**config.mk**
```make
export PLATFORM = sky130hd
export DESIGN_NAME = frame_prefetch_slot_cache_unit
export DESIGN_NICKNAME = d
export VERILOG_FILES = /design/src/rtl/fpsc_pkg.sv /design/src/rtl/fpsc_rem.sv /design/src/rtl/fpsc_ctrl.sv /design/src/rtl/fpsc_dpath.sv /design/src/rtl/frame_prefetch_slot_cache_unit.sv
export SDC_FILE = /design/constraint.sdc
export NUM_CORES = 2
export LEC_CHECK = 0
export BUFFER_PORTS_ARGS = -buffer_cell sky130_fd_sc_hd__buf_2
export CORE_MARGIN = 4
export CORE_UTILIZATION = 70
export CTS_BUF_LIST = sky130_fd_sc_hd__clkbuf_4
export DETAILED_ROUTE_END_ITERATION = 6
export GPL_TIMING_DRIVEN = 0
export PLACE_DENSITY = 0.88
export SLEW_MARGIN = 20
export SYNTH_ARGS = -nofsm -noshare
export SYNTH_HDL_FRONTEND = slang
export SYNTH_SLANG_ARGS = --single-unit
export TNS_END_PERCENT = 50
```
**constraint.sdc**
```tcl
create_clock -name clk -period 21 [get_ports clk]
set_clock_uncertainty 0.15 [all_clocks]
set_input_delay 3.15 -clock clk [delete_from_list [all_inputs] [get_ports clk]]
set_output_delay 3.15 -clock clk [all_outputs]
set_load 0.01 [all_outputs]
```
**src/rtl/fpsc_pkg.sv**
```systemverilog
// ----------------------------------------------------------------------------
// fpsc_pkg
// shared constants, register and request codes, and the command and status
// bundles between the sequencer and the datapath of the frame slot cache
// ----------------------------------------------------------------------------
package fpsc_pkg;

	localparam int SLOTS_DEF      = 32;
	localparam int MAX_FRAMES_DEF = 4096;

	// register field widths
	localparam int FT_W   = 13;
	localparam int SC_W   = 6;
	localparam int FD_W   = 13;
	localparam int CFG_AW = 3;
	localparam int CFG_DW = 13;

	// result field widths
	localparam int FRAME_OW = 12;
	localparam int SLOT_OW  = 5;
	localparam int BYTES_W  = 32;
	localparam int TIME_W   = 32;
	localparam int REQ_W    = 2;

	// register indexes
	localparam logic [CFG_AW-1:0] CFG_FRAME_TOTAL  = 3'd0;
	localparam logic [CFG_AW-1:0] CFG_SLOT_COUNT   = 3'd1;
	localparam logic [CFG_AW-1:0] CFG_PLAYING      = 3'd2;
	localparam logic [CFG_AW-1:0] CFG_FRAME_WIDTH  = 3'd3;
	localparam logic [CFG_AW-1:0] CFG_FRAME_HEIGHT = 3'd4;

	// register reset values
	localparam logic [FT_W-1:0] FRAME_TOTAL_RST  = 13'd1;
	localparam logic [SC_W-1:0] SLOT_COUNT_RST   = 6'd20;
	localparam logic            PLAYING_RST      = 1'b1;
	localparam logic [FD_W-1:0] FRAME_WIDTH_RST  = 13'd32;
	localparam logic [FD_W-1:0] FRAME_HEIGHT_RST = 13'd32;

	// request kinds
	localparam logic [REQ_W-1:0] REQ_TICK    = 2'd0;
	localparam logic [REQ_W-1:0] REQ_ACCESS  = 2'd1;
	localparam logic [REQ_W-1:0] REQ_RESTART = 2'd2;

	typedef struct packed {
		logic start;
		logic rem_start;
		logic rem_take;
		logic prep;
		logic match;
		logic decide;
		logic accum;
		logic emit;
	} fpsc_cmd_t;

	typedef struct packed {
		logic rem_needed;
		logic rem_done;
		logic search;
		logic found;
	} fpsc_stat_t;

endpackage

```
**src/rtl/fpsc_rem.sv**
```systemverilog
// ----------------------------------------------------------------------------
// fpsc_rem
// restoring remainder unit, one dividend bit per cycle, used to bring the
// current frame back inside the frame total after the total has shrunk
// ----------------------------------------------------------------------------
module fpsc_rem #(
	parameter int FW = 12,
	parameter int TW = 13
) (
	input  logic          clk,
	input  logic          arst_n,
	input  logic          start,
	input  logic [FW-1:0] dividend,
	input  logic [TW-1:0] divisor,
	output logic          done,
	output logic [FW-1:0] rem
);

	localparam int CW = $clog2(FW + 1);

	logic [TW-1:0] r_q;
	logic [TW-1:0] d_q;
	logic [FW-1:0] q_q;
	logic [CW-1:0] cnt_q;
	logic          busy_q;
	logic          done_q;

	logic [TW:0]   trial_c;
	logic [TW-1:0] r_next_c;

	always_comb begin
		trial_c = {r_q, q_q[FW-1]};
		if (trial_c >= {1'b0, d_q}) begin
			r_next_c = TW'(trial_c - {1'b0, d_q});
		end else begin
			r_next_c = TW'(trial_c);
		end
	end

	always_ff @(posedge clk or negedge arst_n) begin
		if (!arst_n) begin
			busy_q <= 1'b0;
			done_q <= 1'b0;
			cnt_q  <= '0;
		end else if (start) begin
			busy_q <= 1'b1;
			done_q <= 1'b0;
			cnt_q  <= CW'(FW);
		end else if (busy_q) begin
			cnt_q <= cnt_q - CW'(1);
			if (cnt_q == CW'(1)) begin
				busy_q <= 1'b0;
				done_q <= 1'b1;
			end
		end else begin
			done_q <= 1'b0;
		end
	end

	always_ff @(posedge clk) begin
		if (start) begin
			r_q <= '0;
			q_q <= dividend;
			d_q <= divisor;
		end else if (busy_q) begin
			r_q <= r_next_c;
			q_q <= q_q << 1;
		end
	end

	assign done = done_q;
	assign rem  = FW'(r_q);

	a_rem_below_divisor: assert property (@(posedge clk) disable iff (!arst_n)
		done_q |-> (r_q < d_q))
		else $error("remainder not below divisor");

endmodule

```
**src/rtl/fpsc_ctrl.sv**
```systemverilog
// ----------------------------------------------------------------------------
// fpsc_ctrl
// sequencer: takes one request at a time, steps the datapath through
// reduction, preparation, slot match, decision and byte accounting, and
// holds the result transfer until the consumer takes it
// ----------------------------------------------------------------------------
module fpsc_ctrl (
	input  logic                  clk,
	input  logic                  arst_n,
	input  logic                  in_valid,
	output logic                  in_stall,
	output logic                  out_valid,
	input  logic                  out_stall,
	input  fpsc_pkg::fpsc_stat_t  stat,
	output fpsc_pkg::fpsc_cmd_t   cmd
);

	import fpsc_pkg::*;

	typedef enum logic [6:0] {
		ST_IDLE   = 7'b0000001,
		ST_MOD    = 7'b0000010,
		ST_PREP   = 7'b0000100,
		ST_MATCH  = 7'b0001000,
		ST_DECIDE = 7'b0010000,
		ST_ACCUM  = 7'b0100000,
		ST_EMIT   = 7'b1000000
	} state_t;

	state_t state_q;
	state_t state_d;
	logic   out_valid_q;

	always_comb begin
		cmd     = '0;
		state_d = state_q;
		case (state_q)
			ST_IDLE: begin
				if (in_valid) begin
					cmd.start = 1'b1;
					if (stat.rem_needed) begin
						cmd.rem_start = 1'b1;
						state_d       = ST_MOD;
					end else begin
						state_d = ST_PREP;
					end
				end
			end
			ST_MOD: begin
				if (stat.rem_done) begin
					cmd.rem_take = 1'b1;
					state_d      = ST_PREP;
				end
			end
			ST_PREP: begin
				cmd.prep = 1'b1;
				state_d  = stat.search ? ST_MATCH : ST_EMIT;
			end
			ST_MATCH: begin
				cmd.match = 1'b1;
				state_d   = ST_DECIDE;
			end
			ST_DECIDE: begin
				cmd.decide = 1'b1;
				state_d    = stat.found ? ST_EMIT : ST_ACCUM;
			end
			ST_ACCUM: begin
				cmd.accum = 1'b1;
				state_d   = ST_EMIT;
			end
			ST_EMIT: begin
				if (!out_valid_q || !out_stall) begin
					cmd.emit = 1'b1;
					state_d  = ST_IDLE;
				end
			end
			default: begin
				state_d = ST_IDLE;
			end
		endcase
	end

	always_ff @(posedge clk or negedge arst_n) begin
		if (!arst_n) begin
			state_q     <= ST_IDLE;
			out_valid_q <= 1'b0;
		end else begin
			state_q <= state_d;
			if (cmd.emit) begin
				out_valid_q <= 1'b1;
			end else if (!out_stall) begin
				out_valid_q <= 1'b0;
			end
		end
	end

	assign in_stall  = (state_q != ST_IDLE);
	assign out_valid = out_valid_q;

	a_emit_after_prep: assert property (@(posedge clk) disable iff (!arst_n)
		$rose(out_valid_q) |-> ($past(state_q) == ST_EMIT))
		else $error("result raised outside the emit step");

endmodule

```
**src/rtl/fpsc_dpath.sv**
```systemverilog
// ----------------------------------------------------------------------------
// fpsc_dpath
// datapath: configuration registers, slot row with per-slot frame compare,
// fifo replacement pointer, frame counter, byte accounting and result register
// ----------------------------------------------------------------------------
module fpsc_dpath #(
	parameter int SLOTS      = 32,
	parameter int MAX_FRAMES = 4096
) (
	input  logic                                clk,
	input  logic                                arst_n,
	input  logic                                cfg_we,
	input  logic [fpsc_pkg::CFG_AW-1:0]         cfg_addr,
	input  logic [fpsc_pkg::CFG_DW-1:0]         cfg_wdata,
	input  logic [fpsc_pkg::REQ_W-1:0]          req_type,
	input  logic [fpsc_pkg::TIME_W-1:0]         now_ms,
	input  logic [fpsc_pkg::TIME_W-1:0]         frame_duration,
	input  fpsc_pkg::fpsc_cmd_t                 cmd,
	output fpsc_pkg::fpsc_stat_t                stat,
	output logic [fpsc_pkg::FRAME_OW-1:0]       shown_frame,
	output logic                                advanced,
	output logic [fpsc_pkg::SLOT_OW-1:0]        hit_slot,
	output logic                                access_hit,
	output logic                                loaded,
	output logic [fpsc_pkg::SLOT_OW-1:0]        load_slot,
	output logic [fpsc_pkg::FRAME_OW-1:0]       load_frame,
	output logic                                evicted,
	output logic [fpsc_pkg::BYTES_W-1:0]        bytes_used
);

	import fpsc_pkg::*;

	localparam int FW = $clog2(MAX_FRAMES);
	localparam int TW = $clog2(MAX_FRAMES + 1);
	localparam int AW = TW + 1;
	localparam int SW = (SLOTS > 1) ? $clog2(SLOTS) : 1;
	localparam int NW = $clog2(SLOTS + 1);
	localparam int MW = (TW > SC_W) ? TW : SC_W;

	// configuration
	logic [FT_W-1:0] ft_q;
	logic [SC_W-1:0] sc_q;
	logic            play_q;
	logic [FD_W-1:0] fw_q;
	logic [FD_W-1:0] fh_q;

	// state
	logic [SLOTS-1:0] slot_valid_q;
	logic [FW-1:0]    slot_frame_q [SLOTS];
	logic [SW-1:0]    head_q;
	logic [FW-1:0]    frame_now_q;
	logic [TIME_W-1:0] last_q;
	logic [BYTES_W-1:0] bytes_q;

	// working registers
	logic [REQ_W-1:0]   req_q;
	logic [TIME_W-1:0]  now_q;
	logic [TIME_W-1:0]  dur_q;
	logic [FW-1:0]      key_q;
	logic [SLOTS-1:0]   match_q;
	logic [BYTES_W-1:0] fb_q;
	logic               adv_q;
	logic [SW-1:0]      hslot_q;
	logic               hit_q;
	logic               ld_q;
	logic [SW-1:0]      lslot_q;
	logic [FW-1:0]      lframe_q;
	logic               ev_q;

	// result register
	logic [FRAME_OW-1:0] shown_frame_q;
	logic                advanced_q;
	logic [SLOT_OW-1:0]  hit_slot_q;
	logic                access_hit_q;
	logic                loaded_q;
	logic [SLOT_OW-1:0]  load_slot_q;
	logic [FRAME_OW-1:0] load_frame_q;
	logic                evicted_q;
	logic [BYTES_W-1:0]  bytes_used_q;

	logic [TW-1:0]       total_c;
	logic [MW-1:0]       min_c;
	logic [NW-1:0]       n_c;
	logic [TIME_W-1:0]   elapsed_c;
	logic                tick_go_c;
	logic [AW-1:0]       fn1w_c;
	logic [FW-1:0]       fn1_c;
	logic [AW-1:0]       sum_c;
	logic [FW-1:0]       key_tick_c;
	logic                found_c;
	logic [SW-1:0]       found_idx_c;
	logic [SW-1:0]       victim_c;
	logic [NW-1:0]       victim_inc_c;
	logic [SW-1:0]       head_next_c;
	logic                load_c;
	logic [2*FD_W-1:0]   wh_c;
	logic                rem_done;
	logic [FW-1:0]       rem_res;

	// effective frame total and used slot count
	always_comb begin
		if (ft_q == '0) begin
			total_c = TW'(1);
		end else if (32'(ft_q) > MAX_FRAMES) begin
			total_c = TW'(MAX_FRAMES);
		end else begin
			total_c = TW'(ft_q);
		end
		if (MW'(sc_q) > MW'(total_c)) begin
			min_c = MW'(total_c);
		end else begin
			min_c = MW'(sc_q);
		end
		if (sc_q == '0) begin
			n_c = NW'(1);
		end else if (32'(min_c) > SLOTS) begin
			n_c = NW'(SLOTS);
		end else begin
			n_c = NW'(min_c);
		end
	end

	// tick: advance and the frame one slot row ahead
	always_comb begin
		elapsed_c = now_q - last_q;
		tick_go_c = play_q && (total_c > TW'(1)) && (elapsed_c >= dur_q);
		fn1w_c    = AW'(frame_now_q) + AW'(1);
		fn1_c     = (fn1w_c >= AW'(total_c)) ? '0 : FW'(fn1w_c);
		sum_c     = AW'(fn1_c) + AW'(n_c);
		if (sum_c >= AW'(total_c)) begin
			key_tick_c = FW'(sum_c - AW'(total_c));
		end else begin
			key_tick_c = FW'(sum_c);
		end
	end

	// lowest matching slot wins, as stale copies may sit beyond a shrunk row
	always_comb begin
		found_idx_c = '0;
		for (int i = SLOTS - 1; i >= 0; i--) begin
			if (match_q[i]) begin
				found_idx_c = SW'(i);
			end
		end
		found_c = |match_q;
	end

	always_comb begin
		victim_c     = (NW'(head_q) < n_c) ? head_q : '0;
		victim_inc_c = NW'(victim_c) + NW'(1);
		head_next_c  = (victim_inc_c == n_c) ? '0 : SW'(victim_inc_c);
		load_c       = cmd.decide && !found_c;
	end

	assign wh_c = fw_q * fh_q;

	fpsc_rem #(
		.FW (FW),
		.TW (TW)
	) u_rem (
		.clk      (clk),
		.arst_n   (arst_n),
		.start    (cmd.rem_start),
		.dividend (frame_now_q),
		.divisor  (total_c),
		.done     (rem_done),
		.rem      (rem_res)
	);

	always_comb begin
		stat.rem_needed = (AW'(frame_now_q) >= AW'(total_c));
		stat.rem_done   = rem_done;
		stat.search     = ((req_q == REQ_TICK) && tick_go_c) || (req_q == REQ_ACCESS);
		stat.found      = found_c;
	end

	always_ff @(posedge clk or negedge arst_n) begin
		if (!arst_n) begin
			ft_q   <= FRAME_TOTAL_RST;
			sc_q   <= SLOT_COUNT_RST;
			play_q <= PLAYING_RST;
			fw_q   <= FRAME_WIDTH_RST;
			fh_q   <= FRAME_HEIGHT_RST;
		end else if (cfg_we) begin
			case (cfg_addr)
				CFG_FRAME_TOTAL:  ft_q   <= cfg_wdata[FT_W-1:0];
				CFG_SLOT_COUNT:   sc_q   <= cfg_wdata[SC_W-1:0];
				CFG_PLAYING:      play_q <= cfg_wdata[0];
				CFG_FRAME_WIDTH:  fw_q   <= cfg_wdata[FD_W-1:0];
				CFG_FRAME_HEIGHT: fh_q   <= cfg_wdata[FD_W-1:0];
				default: begin
				end
			endcase
		end
	end

	always_ff @(posedge clk or negedge arst_n) begin
		if (!arst_n) begin
			slot_valid_q <= '0;
			head_q       <= '0;
			frame_now_q  <= '0;
			last_q       <= '0;
			bytes_q      <= '0;
		end else begin
			if (cmd.rem_take) begin
				frame_now_q <= rem_res;
			end
			if (cmd.prep) begin
				case (req_q)
					REQ_TICK: begin
						if (tick_go_c) begin
							frame_now_q <= fn1_c;
							last_q      <= now_q;
						end
					end
					REQ_RESTART: begin
						frame_now_q <= '0;
						last_q      <= '0;
					end
					default: begin
					end
				endcase
			end
			if (load_c) begin
				head_q                 <= head_next_c;
				slot_valid_q[victim_c] <= 1'b1;
				if (slot_valid_q[victim_c]) begin
					bytes_q <= (bytes_q >= fb_q) ? bytes_q - fb_q : '0;
				end
			end
			if (cmd.accum) begin
				// saturate at the top of the byte count
				bytes_q <= (bytes_q > ~fb_q) ? '1 : bytes_q + fb_q;
			end
		end
	end

	always_ff @(posedge clk) begin
		if (load_c) begin
			slot_frame_q[victim_c] <= key_q;
		end
	end

	always_ff @(posedge clk) begin
		// four bytes per pixel
		fb_q <= BYTES_W'({wh_c, 2'b00});
		if (cmd.start) begin
			req_q    <= req_type;
			now_q    <= now_ms;
			dur_q    <= frame_duration;
			adv_q    <= 1'b0;
			hslot_q  <= '0;
			hit_q    <= 1'b0;
			ld_q     <= 1'b0;
			lslot_q  <= '0;
			lframe_q <= '0;
			ev_q     <= 1'b0;
		end
		if (cmd.prep) begin
			case (req_q)
				REQ_TICK: begin
					if (tick_go_c) begin
						adv_q <= 1'b1;
						key_q <= key_tick_c;
					end
				end
				REQ_ACCESS: key_q <= frame_now_q;
				default: begin
				end
			endcase
		end
		if (cmd.match) begin
			for (int i = 0; i < SLOTS; i++) begin
				match_q[i] <= slot_valid_q[i] && (slot_frame_q[i] == key_q) &&
					(NW'(i) < n_c);
			end
		end
		if (cmd.decide && found_c && (req_q == REQ_ACCESS)) begin
			hit_q   <= 1'b1;
			hslot_q <= found_idx_c;
		end
		if (load_c) begin
			ld_q     <= 1'b1;
			lslot_q  <= victim_c;
			lframe_q <= key_q;
			ev_q     <= slot_valid_q[victim_c];
			if (req_q == REQ_ACCESS) begin
				hslot_q <= victim_c;
			end
		end
		if (cmd.emit) begin
			shown_frame_q <= FRAME_OW'(frame_now_q);
			advanced_q    <= adv_q;
			hit_slot_q    <= SLOT_OW'(hslot_q);
			access_hit_q  <= hit_q;
			loaded_q      <= ld_q;
			load_slot_q   <= SLOT_OW'(lslot_q);
			load_frame_q  <= FRAME_OW'(lframe_q);
			evicted_q     <= ev_q;
			bytes_used_q  <= bytes_q;
		end
	end

	assign shown_frame = shown_frame_q;
	assign advanced    = advanced_q;
	assign hit_slot    = hit_slot_q;
	assign access_hit  = access_hit_q;
	assign loaded      = loaded_q;
	assign load_slot   = load_slot_q;
	assign load_frame  = load_frame_q;
	assign evicted     = evicted_q;
	assign bytes_used  = bytes_used_q;

	a_frame_in_range: assert property (@(posedge clk) disable iff (!arst_n)
		cmd.prep |-> (AW'(frame_now_q) < AW'(total_c)))
		else $error("current frame not reduced before preparation");

	a_load_written: assert property (@(posedge clk) disable iff (!arst_n)
		load_c |=> (slot_valid_q[$past(victim_c)] &&
			(slot_frame_q[$past(victim_c)] == $past(key_q))))
		else $error("replaced slot does not hold the loaded frame");

	a_accum_grows: assert property (@(posedge clk) disable iff (!arst_n)
		cmd.accum |=> (bytes_q >= $past(bytes_q)))
		else $error("byte count fell on an add");

endmodule

```
**src/rtl/frame_prefetch_slot_cache_unit.sv**
```systemverilog
// ----------------------------------------------------------------------------
// frame_prefetch_slot_cache_unit
// playback cache for one looping animation with fifo slot replacement
// ----------------------------------------------------------------------------
// One request is handled at a time; the block stalls its input from the
// transfer until the result has been placed in the output register. A
// restart, an unknown request or a tick that does not advance goes from
// preparation straight to the result; when the looked-up frame is resident
// (tick prefetch already present, or access hit) the sequencer also steps
// through a registered compare of every slot and the replacement decision,
// and when a slot is replaced it adds a separate saturating byte add. When
// frame_total has been lowered below the current frame, the first request
// afterwards first passes through the bit-serial remainder unit. Slot valid
// marks clear at reset, so no clearing pass is needed.
module frame_prefetch_slot_cache_unit #(
	parameter int SLOTS      = fpsc_pkg::SLOTS_DEF,
	parameter int MAX_FRAMES = fpsc_pkg::MAX_FRAMES_DEF
) (
	input  logic                                clk,
	input  logic                                arst_n,
	input  logic                                cfg_we,
	input  logic [fpsc_pkg::CFG_AW-1:0]         cfg_addr,
	input  logic [fpsc_pkg::CFG_DW-1:0]         cfg_wdata,
	input  logic                                in_valid,
	output logic                                in_stall,
	input  logic [fpsc_pkg::REQ_W-1:0]          req_type,
	input  logic [fpsc_pkg::TIME_W-1:0]         now_ms,
	input  logic [fpsc_pkg::TIME_W-1:0]         frame_duration,
	output logic                                out_valid,
	input  logic                                out_stall,
	output logic [fpsc_pkg::FRAME_OW-1:0]       shown_frame,
	output logic                                advanced,
	output logic [fpsc_pkg::SLOT_OW-1:0]        hit_slot,
	output logic                                access_hit,
	output logic                                loaded,
	output logic [fpsc_pkg::SLOT_OW-1:0]        load_slot,
	output logic [fpsc_pkg::FRAME_OW-1:0]       load_frame,
	output logic                                evicted,
	output logic [fpsc_pkg::BYTES_W-1:0]        bytes_used
);

	import fpsc_pkg::*;

	fpsc_cmd_t  cmd;
	fpsc_stat_t stat;

	fpsc_ctrl u_ctrl (
		.clk       (clk),
		.arst_n    (arst_n),
		.in_valid  (in_valid),
		.in_stall  (in_stall),
		.out_valid (out_valid),
		.out_stall (out_stall),
		.stat      (stat),
		.cmd       (cmd)
	);

	fpsc_dpath #(
		.SLOTS      (SLOTS),
		.MAX_FRAMES (MAX_FRAMES)
	) u_dpath (
		.clk            (clk),
		.arst_n         (arst_n),
		.cfg_we         (cfg_we),
		.cfg_addr       (cfg_addr),
		.cfg_wdata      (cfg_wdata),
		.req_type       (req_type),
		.now_ms         (now_ms),
		.frame_duration (frame_duration),
		.cmd            (cmd),
		.stat           (stat),
		.shown_frame    (shown_frame),
		.advanced       (advanced),
		.hit_slot       (hit_slot),
		.access_hit     (access_hit),
		.loaded         (loaded),
		.load_slot      (load_slot),
		.load_frame     (load_frame),
		.evicted        (evicted),
		.bytes_used     (bytes_used)
	);

endmodule
```
Word level (Yosys, flattened, before mapping)
Memories as Yosys holds them, arrays and structs flattened.
Cells that the tools add are included.

word-level totals
  bits of input ports = 87
  output and inout bits = 72
  memories kept = 1
  word-level logic and storage cells = 354
  RAM bits = 384
  register bits = 443

cells by class
  bitwise gates (word level) = 2
  $lt $le $gt $ge = 46
  reductions and logical operators = 96
  eq/ne operators = 54
  $mul = 1
  multiplexer cells = 105
  add/sub/neg operators = 9

memories
  name                  depth  bits a word  rd ports  clocked after memory_dff  wr ports  RTL line          text
  u_dpath.slot_frame_q  32     12           32        0                         1         fpsc_dpath.sv:49  logic [FW-1:0] slot_frame_q [SLOTS];

operator list
  cell                number
  $eq 12x12->1        32
  $mux 5              40
  $mux 32             6
  $mux 12             10
  $lt 5x6->1 const A  16
  $logic_and 1x1->1   71
  $pmux 32 s2         1
  $mux 13             4
  $pmux 7 s7          1
  $lt 4x6->1 const A  8
  $pmux 12 s2         2
  $mux 7              5
  $add 32x28->32      1
  $ge 32x28->1        1
  $ge 32x32->1        1
  $gt 32x32->1        1
  $not 28->32         1
  $or 32x32->32       1
  $reduce_or 32->1    1
  $sub 32x28->32      1
  $sub 32x32->32      1
  $mux 1              27
  $ge 13x13->1        2
  $mul 13x13->26      1
  other kinds (51)    78

Longest topological paths before layout
  depth after elaboration = 35
  depth in mapped cells = 34
  mapped depth without buffers = 32

Cells and area by module
A second synthesis with hierarchy kept.

unflattened totals
  cells, all modules = 4,098
  area, all modules = 47,043.9 sq um

by module, submodules not included
  module      instances  area each (sq um)  sequential area each (sq um)  cells each
  fpsc_dpath  1          43,889.6           22,088.7                      3,782
  fpsc_rem    1          2,626.3            1,161.1                       257
  fpsc_ctrl   1          528.0              201.4                         59

Worst setup path before layout
No wires, ideal clock.

  path kind = input -> register
  start point = input port out_stall
  end point = register u_dpath.access_hit_q (netlist: u_dpath.access_hit), enable pin
  buffers on the path = 0
  data arrival time = 6.519 ns
  setup time = 0.519 ns
  path slack = 13.812 ns
  cell stages on the path = 1
  data required time = 20.331 ns
  path through = a21oi_1

on the way
  cells in the longest elaborated chain, start to end = 4

ends and longest elaborated chain
  item                  RTL line                              text
  from (decl)           frame_prefetch_slot_cache_unit.sv:30  input logic out_stall,
  $logic_not 1->1       fpsc_ctrl.sv:72                       if (!out_valid_q || !out_stall) begin
  $logic_or 1x1->1      fpsc_ctrl.sv:72
  $mux 1                fpsc_ctrl.sv:72
  $mux 1                fpsc_ctrl.sv:37                       case (state_q)
  to (signal assigned)  fpsc_dpath.sv:295                     access_hit_q <= hit_q;
  to (decl)             fpsc_dpath.sv:74                      logic access_hit_q;

No other way between the ends.
A chain may end at the register's enable or synchronous reset.

Worst setup path in the final report
  start point = register u_dpath.ft_q[1]
  end point = memory u_dpath.slot_frame_q[23][4], enable pin

on the way
  cells in the longest elaborated chain, start to end = 10
  elaborated cells on any way between the ends = 11
  those cells by class = order compare: 4; mux: 6; reduce/logical: 1

ends and longest elaborated chain
  item                     RTL line           text
  from (decl)              fpsc_dpath.sv:41   logic [FT_W-1:0] ft_q;
  from (signal assigned)   fpsc_dpath.sv:186  CFG_FRAME_TOTAL: ft_q <= cfg_wdata[FT_W-1:0];
  $gt 13x13->1             fpsc_dpath.sv:104  end else if (32'(ft_q) > MAX_FRAMES) begin
  $mux 13                  fpsc_dpath.sv:104
  $mux 13 *                fpsc_dpath.sv:102  if (ft_q == '0) begin
  net u_dpath.total_c[0]   fpsc_dpath.sv:81   logic [TW-1:0] total_c;
  $gt 6x13->1              fpsc_dpath.sv:109  if (MW'(sc_q) > MW'(total_c)) begin
  $mux 13 *                fpsc_dpath.sv:109
  $gt 13x6->1              fpsc_dpath.sv:116  end else if (32'(min_c) > SLOTS) begin
  $mux 6 *                 fpsc_dpath.sv:116
  $mux 6 *                 fpsc_dpath.sv:114  if (sc_q == '0) begin
  $lt 5x6->1 *             fpsc_dpath.sv:149  victim_c = (NW'(head_q) < n_c) ? head_q : '0;
  $mux 5 *                 fpsc_dpath.sv:149
  net u_dpath.victim_c[1]  fpsc_dpath.sv:92   logic [SW-1:0] victim_c;
  to (decl)                fpsc_dpath.sv:49

The timed path passes the listed nets; every way through them passes the cells marked *.

==> impl_metrics.csv <==
group,metric,value,unit
grt,antenna_found_initial,7,
flow_run,maxCapViolations,0,
floorplan,die_y,265,microns
logic_synthesis,async_reset_ff_share,20.8,%
logic_synthesis,synth_fp_nets,4524,
timing,relSlewSlack,11.8,%
logic_synthesis,synth-edff-count,606,
clock_network,cts_buffers,201,
pwr,max-vdd-ir-drop,283,uV
detailed_routing,drt_pre_antenna_iters,6,
timing,period_share,43.7,%
timing,setup_viol_count_final,0,
worst_setup_path,r2r_end,"u_dpath.slot_frame_q[23][4]",
clock_network,clk_pin_slew_worst_paths,70,ps
logic_synthesis,netlist_instances,4051,
floorplan,die-width,265,microns
placed_design,port_buffers,158,
logic_synthesis,seq_area_frac_synth,50.6,%
logic_synthesis,netlist_area,46300,sq um
clock_network,clockBufferDepth,3,
detailed_routing,drc_errors,0,
floorplan,die_area,70400,sq um
detailed_routing,drt_iter0_drc,4914,
finish,stdcell_count,5498,
worst_setup_path,cp-start-kind,"register",
timing,maxSlewViolCount,0,
pwr,p_leak,21.4,nW
placed_design,place_ws,12300,ps
floorplan,pin_count,159,
detailed_routing,ant_nets,0,
timing,hold_viol,0,
timing,fmax,109,MHz
placed_design,place.gp.congestion,0.987,
worst_setup_path,required,21520,ps
worst_setup_path,worstSetupPathType,"register to register",
pwr,power_density,137,nW/um^2
grt,grt-ovfl-total,0,
timing,worst_slack,11830,ps
logic_synthesis,synth_common_cells,"606 x edfxtp_1, 354 x inv_1, 276 x nand2_1, 268 x xor2_1, 259 x ha_1",
logic_synthesis,avgSynthCellArea,11.4,sq um
worst_setup_path,crit_arrival,9690,ps
clock_network,cts_setup_buffers,0,
finish,drive_gt1_share,15.2,%
grt,groute.usage.overall,38.3,%
finish,synthToLayoutAreaGrowth,11.8,%
worst_setup_path,timing.rr.start,"u_dpath.ft_q[1]",
worst_hold_path,hp-class,"register to register",
floorplan,initial_core_util,70.6,%
clock_network,clk_latency,1120,ps
grt,grt_pass1_wl,205,mm
grt,grt_max_degree,84,
floorplan,core-area,65600,sq um
timing,finalWorstPathRequiredPeriod,9170,ps
floorplan,placementRows,94,
detailed_routing,wl_per_cell,24.8,microns
worst_setup_path,crit_fanout,13,
detailed_routing,dr_total_vias,35569,
worst_setup_path,endpoint_kind,"register",
finish,fill_cells,3841,
worst_setup_path,r2r_setup_slack,11830,ps
clock_network,cts_num_sinks,825,
clock_network,cts_tree,"yes",
logic_synthesis,synthDistinctLibCells,97,
timing,tightest_slew,1320,ps
timing,rsz0062_at_grt,"false",
logic_synthesis,yosysWarnings,0,
logic_synthesis,synth_ff_type,"edfxtp_1",
logic_synthesis,yosys.cell_count.top_type,"edfxtp_1",
clock_network,htree_levels,4,
grt,grt_pass1_vias,35623,
timing,finalSetupTns,0,ps
detailed_routing,wirelength,136,mm
detailed_routing,viasPerCell,6.47,
placed_design,place_inst,5107,
logic_synthesis,synthTopCellsByArea,"edfxtp_1 39%, dfrtp_1 8.9%, ha_1 7.0%",
finish,layout.nets,4920,
clock_network,hold_buffers,0,
finish,final_area,51800,sq um
worst_setup_path,startpoint,"u_dpath.ft_q[1]",
logic_synthesis,synth_top_cell_area_share,39.3,%
logic_synthesis,synth_seq_cells,825,
placed_design,dpl.hpwl,94.4,mm
placed_design,place_area,48900,sq um
status,status,"finished clean",
logic_synthesis,yosysTopAreaCell,"edfxtp_1",
worst_setup_path,setup.worst_path.end,"u_dpath.slot_frame_q[23][4]",
worst_setup_path,reg2reg_depth,22,
clock_network,cts_resized,0,
clock_network,root_buffer,"clkbuf_4",
==> worst min-delay path by stage <==
stage                                     from                     end  slack, ps  cells past startpoint
after floorplan             u_dpath.hslot_q[1]     u_dpath.hit_slot[1]        250                      0
after global placement     u_dpath.lframe_q[9]   u_dpath.load_frame[9]        250                      0
after detailed placement  u_dpath.lframe_q[10]  u_dpath.load_frame[10]        260                      0
after CTS                 u_dpath.lframe_q[10]  u_dpath.load_frame[10]        270                      0
after global routing        u_dpath.lslot_q[0]    u_dpath.load_slot[0]        260                      0
final                             u_dpath.ev_q         u_dpath.evicted        270                      0
==> critical path, cell delays in order (launching register included) <==
cell and delay, ps:
dfrtp_1 410, nor4_1 500, nand3b_1 220, a21oi_1 920, ha_1 400, nand2_1 60
o31a_1 170, o311ai_4 170, o31ai_1 990, clkinv_1 560, ha_1 450, a21o_1 180
a21oi_1 290, and2_1 220, a21oi_2 100, nand2_1 150, clkbuf_1 400, nand2_1 280
inv_1 180, ha_1 160, clkbuf_1 360, nand2_1 490, nor2_1 970
==> flip-flops by register name (all words and copies together) (netlist names), 6 cells and up <==
signal                cells
u_dpath.shown_frame      12
u_dpath.now_q            32
u_dpath.match_q          32
u_dpath.slot_valid_q     32
u_dpath.slot_frame_q    384
u_dpath.u_rem.q_q        12
u_dpath.fh_q             13
u_dpath.fb_q             26
u_dpath.lframe_q         12
u_dpath.dur_q            32
u_dpath.bytes_q          31
u_dpath.fw_q             13
u_dpath.sc_q              6
u_dpath.ft_q             13
u_dpath.u_rem.r_q        13
u_dpath.frame_now_q      12
u_dpath.last_q           32
u_dpath.bytes_used       31
u_dpath.key_q            12
u_dpath.u_rem.d_q        13
u_dpath.load_frame       12
u_ctrl.state_q            7
==> logic make-up after synthesis <==
logic type / after synthesis / synth area share, %
XOR/XNOR: 515 / 9.74
multiplexers: 84 / 2.13
AO/OA/AOI/OAI: 635 / 8.97
AND/OR/NAND/NOR: 1087 / 11.8
adder cells (fa/ha/maj): 387 / 12.5
buffers and inverters: 518 / 4.27
flip-flops: 825 / 50.6
==> per-stage QoR <==
step                      total power [W]  hold WS [ps]  utilization, %
after CTS                         0.00707           273            78.8
after global placement            0.00549           251            73.4
final                             0.00712           269            78.9
after global routing              0.00767           264            78.9
after floorplan                   0.00473           250               -
after detailed placement          0.00562           256            74.5
==> cells in the final DEF, fill, tap and decap left out, types with 13 or more instances in the layout <==
cell type  count
and3_1        23
a21o_1        42
dfxtp_1       47
mux2i_1       24
o21ai_0      154
edfxtp_1     606
buf_8         17
a211oi_1      39
xnor2_1      247
a31oi_1       26
mux2_2        53
buf_2        167
or2_2         41
a21oi_1      154
o31ai_1       18
dfrtp_1      165
nand2b_1      30
buf_16        13
nand3_1       82
nand4_1       78
and2_1        91
or3_1         23
o211ai_1      16
ha_1         259
nor2b_1       22
o22ai_1       17
o311ai_1      14
o21bai_1      13
xor2_1       268
clkinv_1      51
clkbuf_4     307
clkbuf_2      15
inv_1        353
nor4_1        84
fa_1         127
o21a_1        33
nand2_1      276
nor3_1        76
nor2_1       215
clkbuf_1     120
==> power by group <==
part	total (W)	leakage (nW)	internal [W]	switching (W)
Combinational	0.00358	11.6	0.00147	0.00211
Sequential	0.00210	8.16	0.00198	0.000124
Clock	0.00144	1.65	0.000721	0.000715
Total	0.00712	21.4	0.00417	0.00294
==> routing by layer <==
layer / track usage [%] / wire [microns]
met4: 19.8 / 8060
met2: 58.9 / 61000
met1: 50.2 / 49100
met3: 11.0 / 18200
met5: 0 / 27
==> layout make-up <==
class	count	area [sq um]	area share [%]
well taps	864	1080	2.09
repair buffers	193	1480	2.86
clock inverters	75	493	0.952
flip-flops and latches	825	23500	45.3
inverters	359	1350	2.61
diodes	8	20.0	0.0387
clock buffers	307	2300	4.45
multi-input cells	2708	20900	40.4
plain buffers	159	651	1.26
(Power assumes the default switching activity.)
